`src/bsm_pkg.sv`:
```
// shared types and constants for the bank switch mapper
// no dependencies; imported by bsm_core and the top level
package bsm_pkg;

  // operation codes of an input beat
  typedef enum logic [1:0] {
    OP_WRITE  = 2'd0,
    OP_TICK   = 2'd1,
    OP_LOOKUP = 2'd2,
    OP_NONE   = 2'd3
  } op_t;

  // write address decoding
  localparam logic [15:0] ADDR_LOW    = 16'h4120;
  localparam logic [15:0] MASK_PRG    = 16'hF100;
  localparam logic [15:0] PRG_HI_ADDR = 16'h4100;
  localparam logic [15:0] PRG_LO_ADDR = 16'h6100;
  localparam logic [15:0] MASK_REG    = 16'hE001;
  localparam logic [15:0] REG_COMMAND = 16'h8000;
  localparam logic [15:0] REG_DATA    = 16'h8001;
  localparam logic [15:0] REG_MIRROR  = 16'hA000;
  localparam logic [15:0] REG_LATCH   = 16'hC000;
  localparam logic [15:0] REG_RELOAD  = 16'hC001;
  localparam logic [15:0] REG_IRQ_OFF = 16'hE000;
  localparam logic [15:0] REG_IRQ_ON  = 16'hE001;

  // command codes: below CMD_FIRST_1K select a 2K bank, below CMD_END a 1K bank
  localparam logic [2:0] CMD_FIRST_1K = 3'd2;
  localparam logic [2:0] CMD_END      = 3'd6;

  // one input beat
  typedef struct packed {
    op_t         operation;
    logic [15:0] cpu_address;
    logic [7:0]  write_data;
    logic [12:0] ppu_address;
  } item_t;

  // one result beat
  typedef struct packed {
    logic       irq_pending;
    logic       mirroring;
    logic [3:0] prg_bank;
    logic [7:0] chr_bank;
  } result_t;

endpackage

```
`src/bsm_core.sv`:
```
// mapper register file, write decoder, scanline counter and pattern lookup
// depends on bsm_pkg
module bsm_core (
  input  logic             clk,
  input  logic             rst,
  input  logic             fire,
  input  bsm_pkg::item_t   item,
  output bsm_pkg::result_t result
);
  import bsm_pkg::*;

  logic [3:0] prg_bank_reg, prg_bank_reg_next;
  logic       mirror_reg, mirror_reg_next;
  logic [2:0] command_reg, command_reg_next;
  logic [6:0] chr_2k_regs [2];
  logic [6:0] chr_2k_regs_next [2];
  logic [7:0] chr_1k_regs [4];
  logic [7:0] chr_1k_regs_next [4];
  logic [7:0] irq_latch_reg, irq_latch_reg_next;
  logic [7:0] irq_counter, irq_counter_next;
  logic       irq_enable, irq_enable_next;
  logic       irq_flag, irq_flag_next;
  logic [2:0] slot;
  logic [2:0] cmd_1k;
  logic [7:0] chr;

  assign slot   = item.ppu_address[12:10];
  assign cmd_1k = command_reg - CMD_FIRST_1K;

  // next state for the beat being processed
  always_comb begin
    prg_bank_reg_next  = prg_bank_reg;
    mirror_reg_next    = mirror_reg;
    command_reg_next   = command_reg;
    chr_2k_regs_next   = chr_2k_regs;
    chr_1k_regs_next   = chr_1k_regs;
    irq_latch_reg_next = irq_latch_reg;
    irq_counter_next   = irq_counter;
    irq_enable_next    = irq_enable;
    irq_flag_next      = irq_flag;
    chr                = 8'd0;
    case (item.operation)
      OP_WRITE: begin
        if (item.cpu_address < ADDR_LOW) begin
          // low addresses are not decoded
        end else if ((item.cpu_address & MASK_PRG) == PRG_HI_ADDR) begin
          prg_bank_reg_next = item.write_data[7:4];
        end else if ((item.cpu_address & MASK_PRG) == PRG_LO_ADDR) begin
          prg_bank_reg_next = {2'b00, item.write_data[1:0]};
        end else begin
          unique case (item.cpu_address & MASK_REG)
            REG_COMMAND: command_reg_next = item.write_data[2:0];
            REG_DATA: begin
              if (command_reg < CMD_FIRST_1K) begin
                chr_2k_regs_next[command_reg[0]] = item.write_data[7:1];
              end else if (command_reg < CMD_END) begin
                chr_1k_regs_next[cmd_1k[1:0]] = item.write_data;
              end
            end
            REG_MIRROR:  mirror_reg_next = item.write_data[0];
            REG_LATCH:   irq_latch_reg_next = item.write_data;
            REG_RELOAD:  irq_counter_next = irq_latch_reg;
            REG_IRQ_OFF: begin
              irq_enable_next = 1'b0;
              irq_flag_next   = 1'b0;
            end
            REG_IRQ_ON:  irq_enable_next = 1'b1;
            default: ;
          endcase
        end
      end
      OP_TICK: begin
        // decrement an armed counter, raise the line on reaching zero
        if (irq_enable && irq_counter != 8'd0) begin
          irq_counter_next = irq_counter - 8'd1;
          if (irq_counter == 8'd1) begin
            irq_flag_next = 1'b1;
          end
        end
      end
      OP_LOOKUP: begin
        if (!slot[2]) begin
          chr = {chr_2k_regs[slot[1]], slot[0]};
        end else begin
          chr = chr_1k_regs[slot[1:0]];
        end
      end
      default: ;
    endcase
  end

  // result reflects the state after this beat
  assign result.irq_pending = irq_flag_next;
  assign result.mirroring   = mirror_reg_next;
  assign result.prg_bank    = prg_bank_reg_next;
  assign result.chr_bank    = chr;

  // mapper state
  always_ff @(posedge clk) begin
    if (rst) begin
      prg_bank_reg  <= '0;
      mirror_reg    <= 1'b0;
      command_reg   <= '0;
      chr_2k_regs   <= '{default: '0};
      chr_1k_regs   <= '{default: '0};
      irq_latch_reg <= '0;
      irq_counter   <= '0;
      irq_enable    <= 1'b0;
      irq_flag      <= 1'b0;
    end else if (fire) begin
      prg_bank_reg  <= prg_bank_reg_next;
      mirror_reg    <= mirror_reg_next;
      command_reg   <= command_reg_next;
      chr_2k_regs   <= chr_2k_regs_next;
      chr_1k_regs   <= chr_1k_regs_next;
      irq_latch_reg <= irq_latch_reg_next;
      irq_counter   <= irq_counter_next;
      irq_enable    <= irq_enable_next;
      irq_flag      <= irq_flag_next;
    end
  end

`ifndef SYNTH
  // a pending interrupt is only ever held with the counter enabled
  a_flag_needs_enable: assert property (@(posedge clk) disable iff (rst)
    irq_flag |-> irq_enable)
    else $error("irq pending while counter disabled");

  // the interrupt only rises on a scanline tick
  a_flag_rise_on_tick: assert property (@(posedge clk) disable iff (rst)
    $rose(irq_flag) |-> $past(fire && item.operation == OP_TICK))
    else $error("irq raised outside a tick");

  // an armed tick steps the counter down by exactly one
  a_tick_decrement: assert property (@(posedge clk) disable iff (rst)
    (fire && item.operation == OP_TICK && irq_enable && irq_counter != 8'd0)
      |=> irq_counter == $past(irq_counter) - 8'd1)
    else $error("counter did not decrement on tick");

  // no beat, no state change
  a_idle_holds: assert property (@(posedge clk) disable iff (rst)
    !fire |=> $stable(irq_counter) && $stable(prg_bank_reg) && $stable(irq_flag))
    else $error("state changed without a beat");
`endif

endmodule

```
`src/bank_switch_mapper_with_line_irq.sv`:
```
// top level of the bank switch mapper with scanline interrupt
// depends on bsm_pkg and bsm_core
//
// usage
//   input channel: one beat per cpu write, scanline tick or pattern lookup,
//   carried on operation, cpu_address, write_data and ppu_address and
//   moved when in_valid is high and in_stall low.
//   output channel: one result beat per input beat, in order, on
//   irq_pending, mirroring, prg_bank and chr_bank, moved when out_valid is
//   high and out_stall low. chr_bank is zero unless the beat was a lookup.
//   path: input beat into the input register, then decode and state update
//   into the result register.
//   throughput: one beat per cycle while the receiver does not stall, set by
//   the single decode pass between the two registers.
//   reset: all mapper registers clear to zero, both registers empty.
//   receiver stall: the result is held; the input register keeps one more
//   beat, after which in_stall rises until the result is taken.
module bank_switch_mapper_with_line_irq (
  input  logic         clk,
  input  logic         rst,
  input  logic         in_valid,
  output logic         in_stall,
  input  logic [1:0]   operation,
  input  logic [15:0]  cpu_address,
  input  logic [7:0]   write_data,
  input  logic [12:0]  ppu_address,
  output logic         out_valid,
  input  logic         out_stall,
  output logic         irq_pending,
  output logic         mirroring,
  output logic [3:0]   prg_bank,
  output logic [7:0]   chr_bank
);
  import bsm_pkg::*;

  logic    in_reg_valid;
  item_t   in_reg;
  logic    advance;
  logic    accept;
  result_t result;
  result_t out_reg;

  // handshake control
  assign advance  = in_reg_valid && (!out_valid || !out_stall);
  assign in_stall = in_reg_valid && !advance;
  assign accept   = in_valid && !in_stall;

  // input register
  always_ff @(posedge clk) begin
    if (rst) begin
      in_reg_valid <= 1'b0;
    end else if (accept) begin
      in_reg_valid <= 1'b1;
    end else if (advance) begin
      in_reg_valid <= 1'b0;
    end
    if (accept) begin
      in_reg.operation   <= op_t'(operation);
      in_reg.cpu_address <= cpu_address;
      in_reg.write_data  <= write_data;
      in_reg.ppu_address <= ppu_address;
    end
  end

  bsm_core u_core (
    .clk    (clk),
    .rst    (rst),
    .fire   (advance),
    .item   (in_reg),
    .result (result)
  );

  // result register
  always_ff @(posedge clk) begin
    if (rst) begin
      out_valid <= 1'b0;
    end else if (advance) begin
      out_valid <= 1'b1;
    end else if (!out_stall) begin
      out_valid <= 1'b0;
    end
    if (advance) begin
      out_reg <= result;
    end
  end

  assign irq_pending = out_reg.irq_pending;
  assign mirroring   = out_reg.mirroring;
  assign prg_bank    = out_reg.prg_bank;
  assign chr_bank    = out_reg.chr_bank;

endmodule

```
`config.mk`:
```
export PLATFORM = sky130hd
export DESIGN_NAME = bank_switch_mapper_with_line_irq
export DESIGN_NICKNAME = d
export VERILOG_FILES = /design/src/bsm_pkg.sv /design/src/bsm_core.sv /design/src/bank_switch_mapper_with_line_irq.sv
export SDC_FILE = /design/constraint.sdc
export NUM_CORES = 1
export LEC_CHECK = 0
export CORE_ASPECT_RATIO = 1.5
export CORE_MARGIN = 2
export CORE_UTILIZATION = 40
export DETAILED_ROUTE_END_ITERATION = 6
export DONT_BUFFER_PORTS = 1
export HOLD_SLACK_MARGIN = 0.03
export PLACE_DENSITY_LB_ADDON = 0.2
export SLEW_MARGIN = 0
export SYNTH_ARGS = -nofsm -noshare
export SYNTH_HDL_FRONTEND = slang
export SYNTH_SLANG_ARGS = --single-unit
export TNS_END_PERCENT = 5
```
`constraint.sdc`:
```
create_clock -name clk -period 5.42 [get_ports clk]
set_clock_uncertainty 0.2 [all_clocks]
set_input_delay 0.813 -clock clk [delete_from_list [all_inputs] [get_ports clk]]
set_output_delay 0.813 -clock clk [all_outputs]
set_load 0.01 [all_outputs]
```
==> results of run 1 <==
-- final cells by class --
| type | count | share of cell area (%) |
|---|---|---|
| multi-input combinational | 292 | 39.0 |
| sequential | 113 | 46.7 |
| clock inverter | 10 | 2.36 |
| tap | 156 | 3.44 |
| clock buffer | 22 | 8.18 |
| inverter | 5 | 0.331 |
-- cell families (layout without fill, tap and decap cells) --
group | after synthesis | in the layout | share of synthesized area (%)
AOI/OAI and AO/OA | 40 | 40 | 5.76
and+or+nand+nor | 161 | 161 | 18.0
buffers and inverters | 33 | 37 | 3.07
adders and majority gates | 4 | 4 | 0.998
muxes | 87 | 87 | 19.3
DFF | 113 | 113 | 52.9
-- per-layer routing --
| metal | track usage (%) | part of all wire (%) |
|---|---|---|
| met4 | 9.10 | 3.8 |
| met2 | 27.4 | 51 |
| met1 | 19.3 | 42 |
| met5 | 0 | 0 |
| met3 | 4.60 | 3.1 |
-- layout by cell type, fill, tap and decap left out, drive strengths merged, types with 3 or more instances in the layout --
master,n
inv,6
nor3b,3
a21oi,21
ha,4
nor4,3
mux2i,73
mux4,7
nand2,7
a221o,5
clkbuf,22
nor2,75
mux2,7
nor3,4
nor2b,4
nand3,5
edfxtp,39
and4b,4
nand4,7
nand2b,30
dfxtp,74
bufinv,3
o21ai,5
clkinv,5
-- power by group through the flow --
stage | combinational (mW) | sequential [mW] | clock, mW
after floorplan | 0.0505 | 0.923 | 0
after global placement | 0.0392 | 0.942 | 0
after detailed placement | 0.0403 | 0.942 | 0
after CTS | 0.0405 | 0.925 | 1.14
after global routing | 0.0436 | 0.927 | 1.17
final | 0.0397 | 0.925 | 1.12
-- how the worst max path moves through the flow --
stage | from | endpoint | slack (ns) | cells past startpoint
final | out_stall | u_core.chr_2k_regs[7]$_SDFFE_PP0P_ | 2.54 | 5
after global routing | out_stall | u_core.irq_latch_reg[2]$_SDFFE_PP0P_ | 2.34 | 5
after CTS | out_stall | u_core.chr_2k_regs[7]$_SDFFE_PP0P_ | 2.48 | 5
after detailed placement | out_stall | u_core.chr_2k_regs[7]$_SDFFE_PP0P_ | 2.07 | 5
after global placement | out_stall | u_core.chr_2k_regs[12]$_SDFFE_PP0P_ | 2.16 | 5
after floorplan | out_stall | in_reg[10]$_DFFE_PP_ | 2.61 | 2
-- worst reg2reg max path, cell delays in order (launching register included) --
cell and delay, ns:
dfxtp_1 0.36, a21bo_2 0.27, inv_1 0.82, and3_2 0.35, nand4b_1 0.45, mux2i_1 0.31
==> metrics.md, run 1 <==
| Metric | Value |
|---|---|
| Number of cell rows | `50` |
| Via count | `approximately 3200` |
| Reg area | `2650 um2` |
| Final net count | `between 400 and 500` |
| Unrepaired setup endpoints after global routing | `false` |
| Core footprint | `12400 um2` |
| Die Ht | `between 100 and 150 um` |
| Synth Register Bits | `about 110` |
| FF-to-FF setup slack | `between 2 and 3 ns` |
| Largest register FFs | `32` |
| Min-Delay Path Depth | `2` |
| Total Routing Usage GR | `about 17%` |
| Post-CTS sizing | `0` |
| Layout area overhead | `13.2%` |
| Seq/Total Area, Yosys | `a little over half` |
| Fin. Hold Viols | `0` |
| Area occupied by multi-input gates | `2210 um2` |
| Slew Limit Fails | `0` |
| CP startpoint kind | `primary input` |
| Sequential group share of total power | `44.4%` |
| Clk sink count | `roughly 110` |
| Setup slack after layout | `2.54 ns` |
| Maximum fanout along the worst path | `25` |
| Combinational power share | `~1.9%` |
| Gate Count Post-Synth | `roughly 440` |
| FF-to-FF path depth | `5` |
| Syn. warnings | `0` |
| Synth area leader | `dfxtp_1` |
| Top-count cell post-synth | `nor2_1` |
| Worst slew pin tran | `about 1.1 ns` |
| Post-CTS Repair Setup Buffers | `0` |
| Final setup violation count | `0` |
| Pwr dens | `about 370 nW/um2` |
| Pint | `around 1.7 mW` |
| Pre-CTS setup slack | `between 2 and 2.5 ns` |
| Skew-Pair Late Insertion Delay | `0.41 ns` |
| Post-layout util | `45.8%` |
| Synth Net Count | `485` |
| HP Class | `flop to flop` |
| Worst VDD drop | `between 0.2 and 0.3 mV` |
| CTS Hold Buffers Added | `0` |
| Largest stage delay on the critical path | `a little over 0.8 ns` |
| Post-synth EDFFs | `39` |
| Fmax | `0.347 GHz` |
| DRC | `0` |
| Hold Slack | `between 0.2 and 0.3 ns` |
| Hold path startpoint | `u_core.chr_2k_regs[2]$_SDFFE_PP0P_` |
| Root buffer cell | `clkbuf_16` |
| TritonCTS buffer count | `17` |
| Pwr Total | `roughly 2.1 mW` |
| WP data arrival | `about 3.0 ns` |
| CTS tree | `built` |
| Hold Path End | `u_core.chr_2k_regs[2]$_SDFFE_PP0P_` |
| Sw frac | `20.4%` |
| CTS max path bufs | `2` |
| Fraction of layout cells with a size suffix above 1 | `between 10% and 20%` |
| Setup Crit Path Kind | `primary input to flop` |
| Max Cap Viol | `0` |
| Ports | `slightly below 60` |
| Distinct cells, synth | `50` |
| Number of global-route vias before repair | `3217` |
| Worst path required time | `about 5.5 ns` |
| Area of the die | `about 13000 um2` |
| TNS Setup | `0 ns` |
| N_diodes | `0` |
| Largest net degree at the start of global routing | `88` |
| CP Cell Sequence | `a21bo_2, inv_1, and3_2, nand4b_1, mux2i_1` |
| Gr ovfl total | `0` |
| DP HPWL | `roughly 6800 um` |
| Net switching power | `between 400 and 500 uW` |
| Initial core utilization | `40.5%` |
| Die width | `around 95 um` |
| Slew margin rel. | `between 20% and 30%` |
| Kind of cell adding the most delay to the critical path | `buffers and inverters` |
| Initial antenna violation count | `0` |
| Period utilization | `53.2%` |
| WL/cell | `17.2 um` |
| Synthesized area | `between 5000 and 6000 um2` |
| CP max-delay cell | `inv_1` |
| Ys async rst share | `0%` |
| Final std cells w/o fill | `between 500 and 600` |
| Clock transition at path regs | `0.05 ns` |
| Worst Path Buf+Inv | `1` |
| Drt first pass iters | `4` |
| Post-synth top cells | `nor2_1, dfxtp_1, mux2i_1` |
| Placer Congestion | `roughly 0.75` |
| Reg2reg start | `out_valid$_SDFFE_PP0P_` |
| Top cell type's share of synthesized area | `between 20 and 30%` |
| Fin area | `between 5000 and 6000 um2` |
| First-pass GRT wire length | `between 15000 and 20000 um` |
| Synth Flop Type | `dfxtp_1` |
| Fillers | `~1200` |
| RR Endpoint | `u_core.chr_2k_regs[7]$_SDFFE_PP0P_` |
| H-tree depth | `4` |
| Area post-placement | `about 5100 um2` |
| Initial drt markers | `~140` |
| Status | `completed` |
| I/O Buffers | `0` |
| WL final | `just over 10000 um` |
| Min Tclk post-route | `a little under 3 ns` |
| Placed Cells incl. Taps | `about 570` |
| Vias per std cell | `5.41` |
| Antenna Nets Post-Route | `0` |
| Synth top area cells | `dfxtp_1, edfxtp_1, mux2i_1` |
| Lkg Pwr | `roughly 2.4 nW` |
| Mapped Avg Cell Area | `11.4 um2` |
| Endpoint type of the worst setup path | `flop` |
| Clock power frac | `53.7%` |
No activity file was read; power rests on OpenSTA's default activity.
==> run 2, diff against run 1 <==
--- a/config.mk
+++ b/config.mk
@@ -5,6 +5,7 @@
 export SDC_FILE = /design/constraint.sdc
 export NUM_CORES = 1
 export LEC_CHECK = 0
+export ABC_AREA = 1
 export CORE_ASPECT_RATIO = 1.5
 export CORE_MARGIN = 2
 export CORE_UTILIZATION = 40
==> constraint.sdc (replaced) <==
create_clock -name clk -period 2.6 [get_ports clk]
set_clock_uncertainty 0.2 [all_clocks]
set_input_delay 0.39 -clock clk [delete_from_list [all_inputs] [get_ports clk]]
set_output_delay 0.39 -clock clk [all_outputs]
set_load 0.01 [all_outputs]
==> metrics.md, run 2 <==
| Metric | Value |
|---|---|
| Status | `completed (unchanged)` |
| Max Cap Viol | `0 (unchanged)` |
| Ports | `59 (unchanged)` |
| Commonest non-fill, non-tap cell in the layout | `nand2_1 (was nor2_1)` |
| Core footprint | `12400 um2 (about the same)` |
| Lkg Pwr | `2.80 nW (was 2.36 nW)` |
| Initial core utilization | `40.8% (was 40.5%)` |
| FF-to-FF setup slack | `0.62 ns (was 2.57 ns)` |
| Endpoint type of the worst setup path | `flop (unchanged)` |
| CTS max path bufs | `2 (unchanged)` |
| FF-to-FF path depth | `9 (was 5)` |
| Layout area overhead | `21.1% (was 13.2%)` |
| Gate Count Post-Synth | `657 (was 438)` |
| Setup slack after layout | `0.620 ns (was 2.54 ns)` |
| Post-CTS Repair Setup Buffers | `0 (unchanged)` |
| Synth area leader | `dfxtp_1 (unchanged)` |
| Largest net degree at the start of global routing | `69 (was 88)` |
| Via count | `4200 (was 3233)` |
| CTS tree | `built (unchanged)` |
| Placed Cells incl. Taps | `806 (was 566)` |
| Final net count | `744 (was 476)` |
| Placer Congestion | `0.804 (was 0.752)` |
| CP startpoint | `in_reg[34]$_DFFE_PP_ (was out_stall)` |
| Worst slew pin tran | `0.701 ns (was 1.14 ns)` |
| Pre-CTS setup slack | `0.631 ns (was 2.07 ns)` |
| Final setup violation count | `0 (unchanged)` |
| Distinct cells, synth | `29 (was 50)` |
| Hold path startpoint | `out_stall (was u_core.chr_2k_regs[2]$_SDFFE_PP0P_)` |
| TritonCTS buffer count | `17 (unchanged)` |
| Number of global-route vias before repair | `3995 (was 3217)` |
| CP dominant cell by count | `nor2_1` |
| Reg2reg start | `in_reg[34]$_DFFE_PP_ (was out_valid$_SDFFE_PP0P_)` |
| Top cell type's share of synthesized area | `29.2% (was 29.5%)` |
| DP HPWL | `8040 um (was 6830 um)` |
| H-tree depth | `4 (unchanged)` |
| WL final | `11900 um (was 10300 um)` |
| Setup Crit Path Kind | `flop to flop (was primary input to flop)` |
| Largest stage delay on the critical path | `0.50 ns (was 0.82 ns)` |
| Drt first pass iters | `4 (unchanged)` |
| HP Class | `primary input to flop (was flop to flop)` |
| Root buffer cell | `clkbuf_16 (unchanged)` |
| Post-synth EDFFs | `39 (unchanged)` |
| DRC | `0 (unchanged)` |
| Die Ht | `142 um (was 141 um)` |
| Synth Net Count | `704 (was 485)` |
| Unrepaired setup endpoints after global routing | `false (unchanged)` |
| WP data arrival | `2.13 ns (was 3.00 ns)` |
| Slew Limit Fails | `0 (unchanged)` |
| Synthesized area | `5080 um2 (was 5010 um2)` |
| First-pass GRT wire length | `19200 um (was 16800 um)` |
| RR Endpoint | `u_core.chr_2k_regs[7]$_SDFFE_PP0P_ (unchanged)` |
| Fin area | `6150 um2 (was 5680 um2)` |
| Area post-placement | `5270 um2 (was 5080 um2)` |
| Period utilization | `around three quarters` |
| Synth Flop Type | `dfxtp_1 (unchanged)` |
| Initial drt markers | `206 (was 143)` |
| Syn. warnings | `0 (unchanged)` |
| Pwr dens | `733 nW/um2 (was 367 nW/um2)` |
| Vias per std cell | `4.85 (was 5.41)` |
| Synth top area cells | `dfxtp_1, edfxtp_1, nand2_1 (was dfxtp_1, edfxtp_1, mux2i_1)` |
| Maximum fanout along the worst path | `8 (was 25)` |
| CP startpoint kind | `flop (was primary input)` |
| WL/cell | `13.7 um (was 17.2 um)` |
| Most frequent cells in the layout | `nand2_1, nor2_1, inv_1, dfxtp_1, o21ai_0 (was nor2_1, dfxtp_1, mux2i_1, edfxtp_1, nand2b_1)` |
| CP Cell Sequence | `inv_2, nand2_1, nor2_1, nand3_2, inv_1, nand3_1, inv_1, nor2_1, nor2_1 (was a21bo_2, inv_1, and3_2, nand4b_1, mux2i_1)` |
| Synth Register Bits | `113 (unchanged)` |
| Min-Delay Path Depth | `4 (was 2)` |
| I/O Buffers | `0 (unchanged)` |
| Worst VDD drop | `0.495 mV (was 0.253 mV)` |
| CP max-delay cell | `edfxtp_1 (was inv_1)` |
| Seq/Total Area, Yosys | `52.2% (was 52.9%)` |
| Skew-Pair Late Insertion Delay | `0.41 ns (about the same)` |
| CTS Hold Buffers Added | `28 (was 0)` |
| Slew margin rel. | `53.3% (was 23.5%)` |
| Number of cell rows | `50 (unchanged)` |
| Post-CTS sizing | `0 (unchanged)` |
| Min Tclk post-route | `around 2.0 ns` |
| Hold Path End | `in_reg_valid$_SDFFE_PP0P_ (was u_core.chr_2k_regs[2]$_SDFFE_PP0P_)` |
| Final std cells w/o fill | `866 (was 598)` |
| Die width | `96.0 um (was 95.4 um)` |
| Gr ovfl total | `0 (unchanged)` |
| TNS Setup | `0 ns (unchanged)` |
| Initial antenna violation count | `0 (unchanged)` |
| Post-synth top cells | `nand2_1, nor2_1, inv_1 (was nor2_1, dfxtp_1, mux2i_1)` |
| Top-count cell post-synth | `nand2_1 (was nor2_1)` |
| Area of the die | `13600 um2 (was 13500 um2)` |
| Clk sink count | `113 (unchanged)` |
| Fraction of layout cells with a size suffix above 1 | `7.75% (was 14.5%)` |
| Antenna Nets Post-Route | `0 (unchanged)` |
| Clock transition at path regs | `0.05 ns (about the same)` |
| Total Routing Usage GR | `18.6% (was 16.6%)` |
| Largest register FFs | `32 (unchanged)` |
| Fillers | `1175 (was 1169)` |
| Mapped Avg Cell Area | `7.73 um2 (was 11.4 um2)` |
| Worst path required time | `2.75 ns (was 5.54 ns)` |
| N_diodes | `0 (unchanged)` |
| Hold Slack | `0.149 ns (was 0.274 ns)` |
| Fin. Hold Viols | `0 (unchanged)` |
| Ys async rst share | `0% (unchanged)` |
| Fmax | `slightly above 0.5 GHz` |
==> run 2: cell types whose count changed after synthesis, sizes merged, moves of 5 or more <==
cell and change:
mux4 -7, mux2i -72, a21oi +26, nand2b -30
nand2 +133, nor2 +36, inv +98, clkbuf -5
nand3 +44, mux2 -7, o21ai +49, a221o -5
==> run 2: logic make-up (layout without fill, tap and decap cells) <==
kind of cell	after synthesis	count (layout)	synth area share (%)
compound gates	105	105	10.5
fa+ha+maj	4	4	0.986
buf+inv	123	176	9.61
flops	113	113	52.2
mux	1	1	0.197
simple gates	311	311	26.4
==> run 2: cell type report <==
class	instances	area (um2)	share of cell area, %
Multi-Input combinational cell	421	1940	31.5
Timing Repair Buffer	40	370	6.02
Clock inverter	14	165	2.69
Tap cell	156	195	3.17
Clock buffer	18	439	7.14
Sequential cell	113	2650	43.1
Inverter	104	390	6.35
==> run 2: metal layers <==
| metal | global-route usage [%] | vias up | wire [um] |
|---|---|---|---|
| met5 | 0 | - | 0 |
| met4 | 8.72 | 0 | 395 |
| met3 | 4.87 | 24 | 433 |
| met2 | 31.6 | 81 | 6080 |
| met1 | 21.4 | 1928 | 4960 |
| li1 | - | 2167 | - |
==> run 2: critical path: cells and delay by family, from the launching register on <==
kind / cells / cell delay (ns)
flip-flops: 1 / 0.50
buffers and inverters: 3 / 0.50
AND/OR/NAND/NOR: 6 / 0.71
==> run 2: worst max-delay path by stage <==
stage	to	slack (ns)
after floorplan	chr_bank[0]$_SDFFCE_PP0N_	0.73
after detailed placement	u_core.chr_2k_regs[11]$_SDFFE_PP0P_	0.63
after global placement	u_core.chr_2k_regs[7]$_SDFFE_PP0P_	0.65
after CTS	u_core.chr_2k_regs[11]$_SDFFE_PP0P_	0.62
final	u_core.chr_2k_regs[7]$_SDFFE_PP0P_	0.62
after global routing	u_core.chr_2k_regs[11]$_SDFFE_PP0P_	0.44
==> run 2: power breakdown <==
part / switching (mW) / internal, mW
Clock: 0.814 / 1.52
Sequential: 0.0512 / 1.88
Combinational: 0.151 / 0.0885
Total: 1.02 / 3.49
==> run 2: metrics by stage <==
stage               util [%]  power (mW)
detailed placement      42.3        2.17
global placement        42.3        2.17
global route            49.4        4.67
CTS                     49.4        4.55
finish                  49.4        4.51
floorplan                  -        2.10
==> run 3, diff against run 2 <==
==> constraint.sdc (replaced) <==
create_clock -name clk -period 2 [get_ports clk]
set_clock_uncertainty 0.2 [all_clocks]
set_input_delay 0.3 -clock clk [delete_from_list [all_inputs] [get_ports clk]]
set_output_delay 0.3 -clock clk [all_outputs]
set_load 0.01 [all_outputs]
==> metrics.md, run 3 (same netlist as run 2, synthesis figures left out) <==
| Metric | Value |
|---|---|
| Final std cells w/o fill | `873 (was 866)` |
| First-pass GRT wire length | `19100 um (was 19200 um)` |
| Antenna Nets Post-Route | `0 (unchanged)` |
| Min Tclk post-route | `roughly 1.9 ns` |
| Placed Cells incl. Taps | `812 (was 806)` |
| Hold Path End | `u_core.prg_bank_reg[0]$_SDFFE_PP0N_ (was in_reg_valid$_SDFFE_PP0P_)` |
| RR Endpoint | `in_reg_valid$_SDFFE_PP0P_ (was u_core.chr_2k_regs[7]$_SDFFE_PP0P_)` |
| Clk sink count | `113 (unchanged)` |
| Commonest non-fill, non-tap cell in the layout | `nand2_1 (unchanged)` |
| DRC | `0 (unchanged)` |
| Reg2reg start | `out_valid$_SDFFE_PP0P_ (was in_reg[34]$_DFFE_PP_)` |
| CP max-delay cell | `dlygate4sd3_1 (was edfxtp_1)` |
| Gr ovfl total | `0 (unchanged)` |
| Largest net degree at the start of global routing | `69 (unchanged)` |
| Initial core utilization | `40.8% (unchanged)` |
| Kind of cell adding the most delay to the critical path | `buffers and inverters (was simple AND/OR/NAND/NOR gates)` |
| Die width | `96.0 um (unchanged)` |
| CP dominant cell by count | `nor2_1 (unchanged)` |
| FF-to-FF setup slack | `0.14 ns (was 0.62 ns)` |
| N_diodes | `0 (unchanged)` |
| HP Class | `primary input to flop (unchanged)` |
| Core footprint | `12400 um2 (unchanged)` |
| Fillers | `1172 (was 1175)` |
| Lkg Pwr | `2.85 nW (was 2.80 nW)` |
| Most frequent cells in the layout | `nand2_1, nor2_1, inv_1, dfxtp_1, o21ai_0 (unchanged)` |
| Worst Path Buf+Inv | `3 (unchanged)` |
| Placer Congestion | `0.812 (was 0.804)` |
| Area of the die | `13600 um2 (unchanged)` |
| FF-to-FF path depth | `6 (was 9)` |
| Pwr dens | `956 nW/um2 (was 733 nW/um2)` |
| Pwr Total | `5.98 mW (was 4.51 mW)` |
| CP startpoint kind | `primary input (was flop)` |
| WL final | `12000 um (was 11900 um)` |
| Ports | `59 (unchanged)` |
| Final setup violation count | `0 (unchanged)` |
| CTS max path bufs | `2 (unchanged)` |
| Max Cap Viol | `0 (unchanged)` |
| Slew Limit Fails | `0 (unchanged)` |
| I/O Buffers | `0 (unchanged)` |
| Fmax | `0.534 GHz` |
| Final net count | `751 (was 744)` |
| Hold Slack | `0.119 ns (was 0.149 ns)` |
| Initial antenna violation count | `0 (unchanged)` |
| Area post-placement | `5320 um2 (was 5270 um2)` |
| CP Cell Sequence | `dlygate4sd3_1, nand2_1, nand2_1, nor2_1, nand3_2, inv_1, nand3_1, inv_2, nor2_1, nor2_1 (was inv_2, nand2_1, nor2_1, nand3_2, inv_1, nand3_1, inv_1, nor2_1, nor2_1)` |
| Initial drt markers | `221 (was 206)` |
| Period utilization | `between 90% and 100%` |
| Fin. Hold Viols | `0 (unchanged)` |
| Clock transition at path regs | `0.05 ns (about the same)` |
| WL/cell | `13.7 um (about the same)` |
| WP data arrival | `2.00 ns (was 2.13 ns)` |
| Drt first pass iters | `5 (was 4)` |
| TNS Setup | `0 ns (unchanged)` |
| Largest register FFs | `32 (unchanged)` |
| H-tree depth | `4 (unchanged)` |
| Maximum fanout along the worst path | `8 (unchanged)` |
| Largest stage delay on the critical path | `0.54 ns (was 0.50 ns)` |
| Vias per std cell | `4.84 (was 4.85)` |
| Fin area | `6250 um2 (was 6150 um2)` |
| Endpoint type of the worst setup path | `flop (unchanged)` |
| TritonCTS buffer count | `17 (unchanged)` |
| Worst slew pin tran | `0.472 ns (was 0.701 ns)` |
| Status | `completed (unchanged)` |
| Number of global-route vias before repair | `4005 (was 3995)` |
| Number of cell rows | `50 (unchanged)` |
| Skew-Pair Late Insertion Delay | `0.41 ns (about the same)` |
| Fraction of layout cells with a size suffix above 1 | `8.93% (was 7.75%)` |
| Worst path required time | `2.13 ns (was 2.75 ns)` |
| CTS tree | `built (unchanged)` |
| Total Routing Usage GR | `18.4% (was 18.6%)` |
| Setup Crit Path Kind | `primary input to flop (was flop to flop)` |
| Hold path startpoint | `rst (was out_stall)` |
| Via count | `4226 (was 4200)` |
| Slew margin rel. | `68.5% (was 53.3%)` |
| Die Ht | `142 um (unchanged)` |
| DP HPWL | `8110 um (was 8040 um)` |
| Min-Delay Path Depth | `4 (unchanged)` |
| Unrepaired setup endpoints after global routing | `false (unchanged)` |
| Layout area overhead | `23.1% (was 21.1%)` |
| Root buffer cell | `clkbuf_16 (unchanged)` |
| Worst VDD drop | `0.594 mV (was 0.495 mV)` |
-- run 3: cell count changes in the layout (fill, tap and decap cells not counted), sizes merged --
cell	before	now
clkinv	8	5
bufinv	3	2
clkinvlp	4	2
buf	12	18
clkbuf	18	24
dlygate4sd3	28	29
-- run 3: how the worst max path moves through the flow --
| stage | start | endpoint | slack [ns] | cells after the start |
|---|---|---|---|---|
| 6_report | out_stall | u_core.chr_2k_regs[12]$_SDFFE_PP0P_ | 0.13 | 10 |
| 3_5_place_dp | in_reg[35]$_DFFE_PP_ | u_core.chr_2k_regs[12]$_SDFFE_PP0P_ | 0.11 | 7 |
| 4_1_cts | in_reg[35]$_DFFE_PP_ | u_core.chr_2k_regs[12]$_SDFFE_PP0P_ | 0.09 | 7 |
| 5_1_grt | out_stall | u_core.chr_1k_regs[3]$_SDFFE_PP0P_ | 0.02 | 11 |
| 3_3_place_gp | in_reg[35]$_DFFE_PP_ | u_core.chr_2k_regs[7]$_SDFFE_PP0P_ | 0.16 | 7 |
| 2_1_floorplan | out_valid$_SDFFE_PP0P_ | chr_bank[0]$_SDFFCE_PP0N_ | 0.19 | 4 |
-- run 3: final cells by class --
class | count | area [um2] | share of cell area, %
well taps | 156 | 195 | 3.12
multi-input cells | 421 | 1940 | 31.1
flip-flops and latches | 113 | 2650 | 42.4
clock buffers | 24 | 536 | 8.57
clock inverters | 8 | 95.1 | 1.52
inverters | 104 | 390 | 6.24
repair buffers | 47 | 438 | 7.01
-- run 3: power breakdown --
group	total, mW	switching [mW]	internal [mW]
combinational	0.323	0.198	0.125
clock	3.14	1.03	2.11
sequential	2.51	0.0666	2.45
total	5.98	1.29	4.69
-- run 3: through the flow --
step / utilization, % / setup WS [ns]
6_report: 50.2 / 0.129
3_5_place_dp: 42.8 / 0.106
5_1_grt: 50.2 / 0.0151
2_1_floorplan: - / 0.192
4_1_cts: 50.2 / 0.0878
3_3_place_gp: 42.8 / 0.157
-- run 3: repair_timing --
| item | in CTS | in global routing |
|---|---|---|
| resized for setup | 0 | 4 |
| hold endpoints to repair | 34 | 0 |
| hold buffers | 29 | 0 |
| setup buffers | 0 | 0 |
| endpoints found under the setup margin | 0 | 25 |
-- run 3: per-layer routing --
layer / GRT usage (%) / vias to the layer above / wire length (um)
li1: - / 2187 / -
met1: 20.5 / 1935 / 4910
met2: 32.9 / 91 / 6390
met3: 4.93 / 13 / 470
met4: 6.84 / 0 / 197
met5: 0 / - / 0
-- run 3: worst reg2reg max path, cell delays in order (launching register included) --
cell,delay [ns]
dfxtp_1,0.39
nand2_1,0.12
nor2_1,0.25
inv_1,0.10
nand2_1,0.09
a21oi_1,0.06
dlygate4sd3_1,0.55
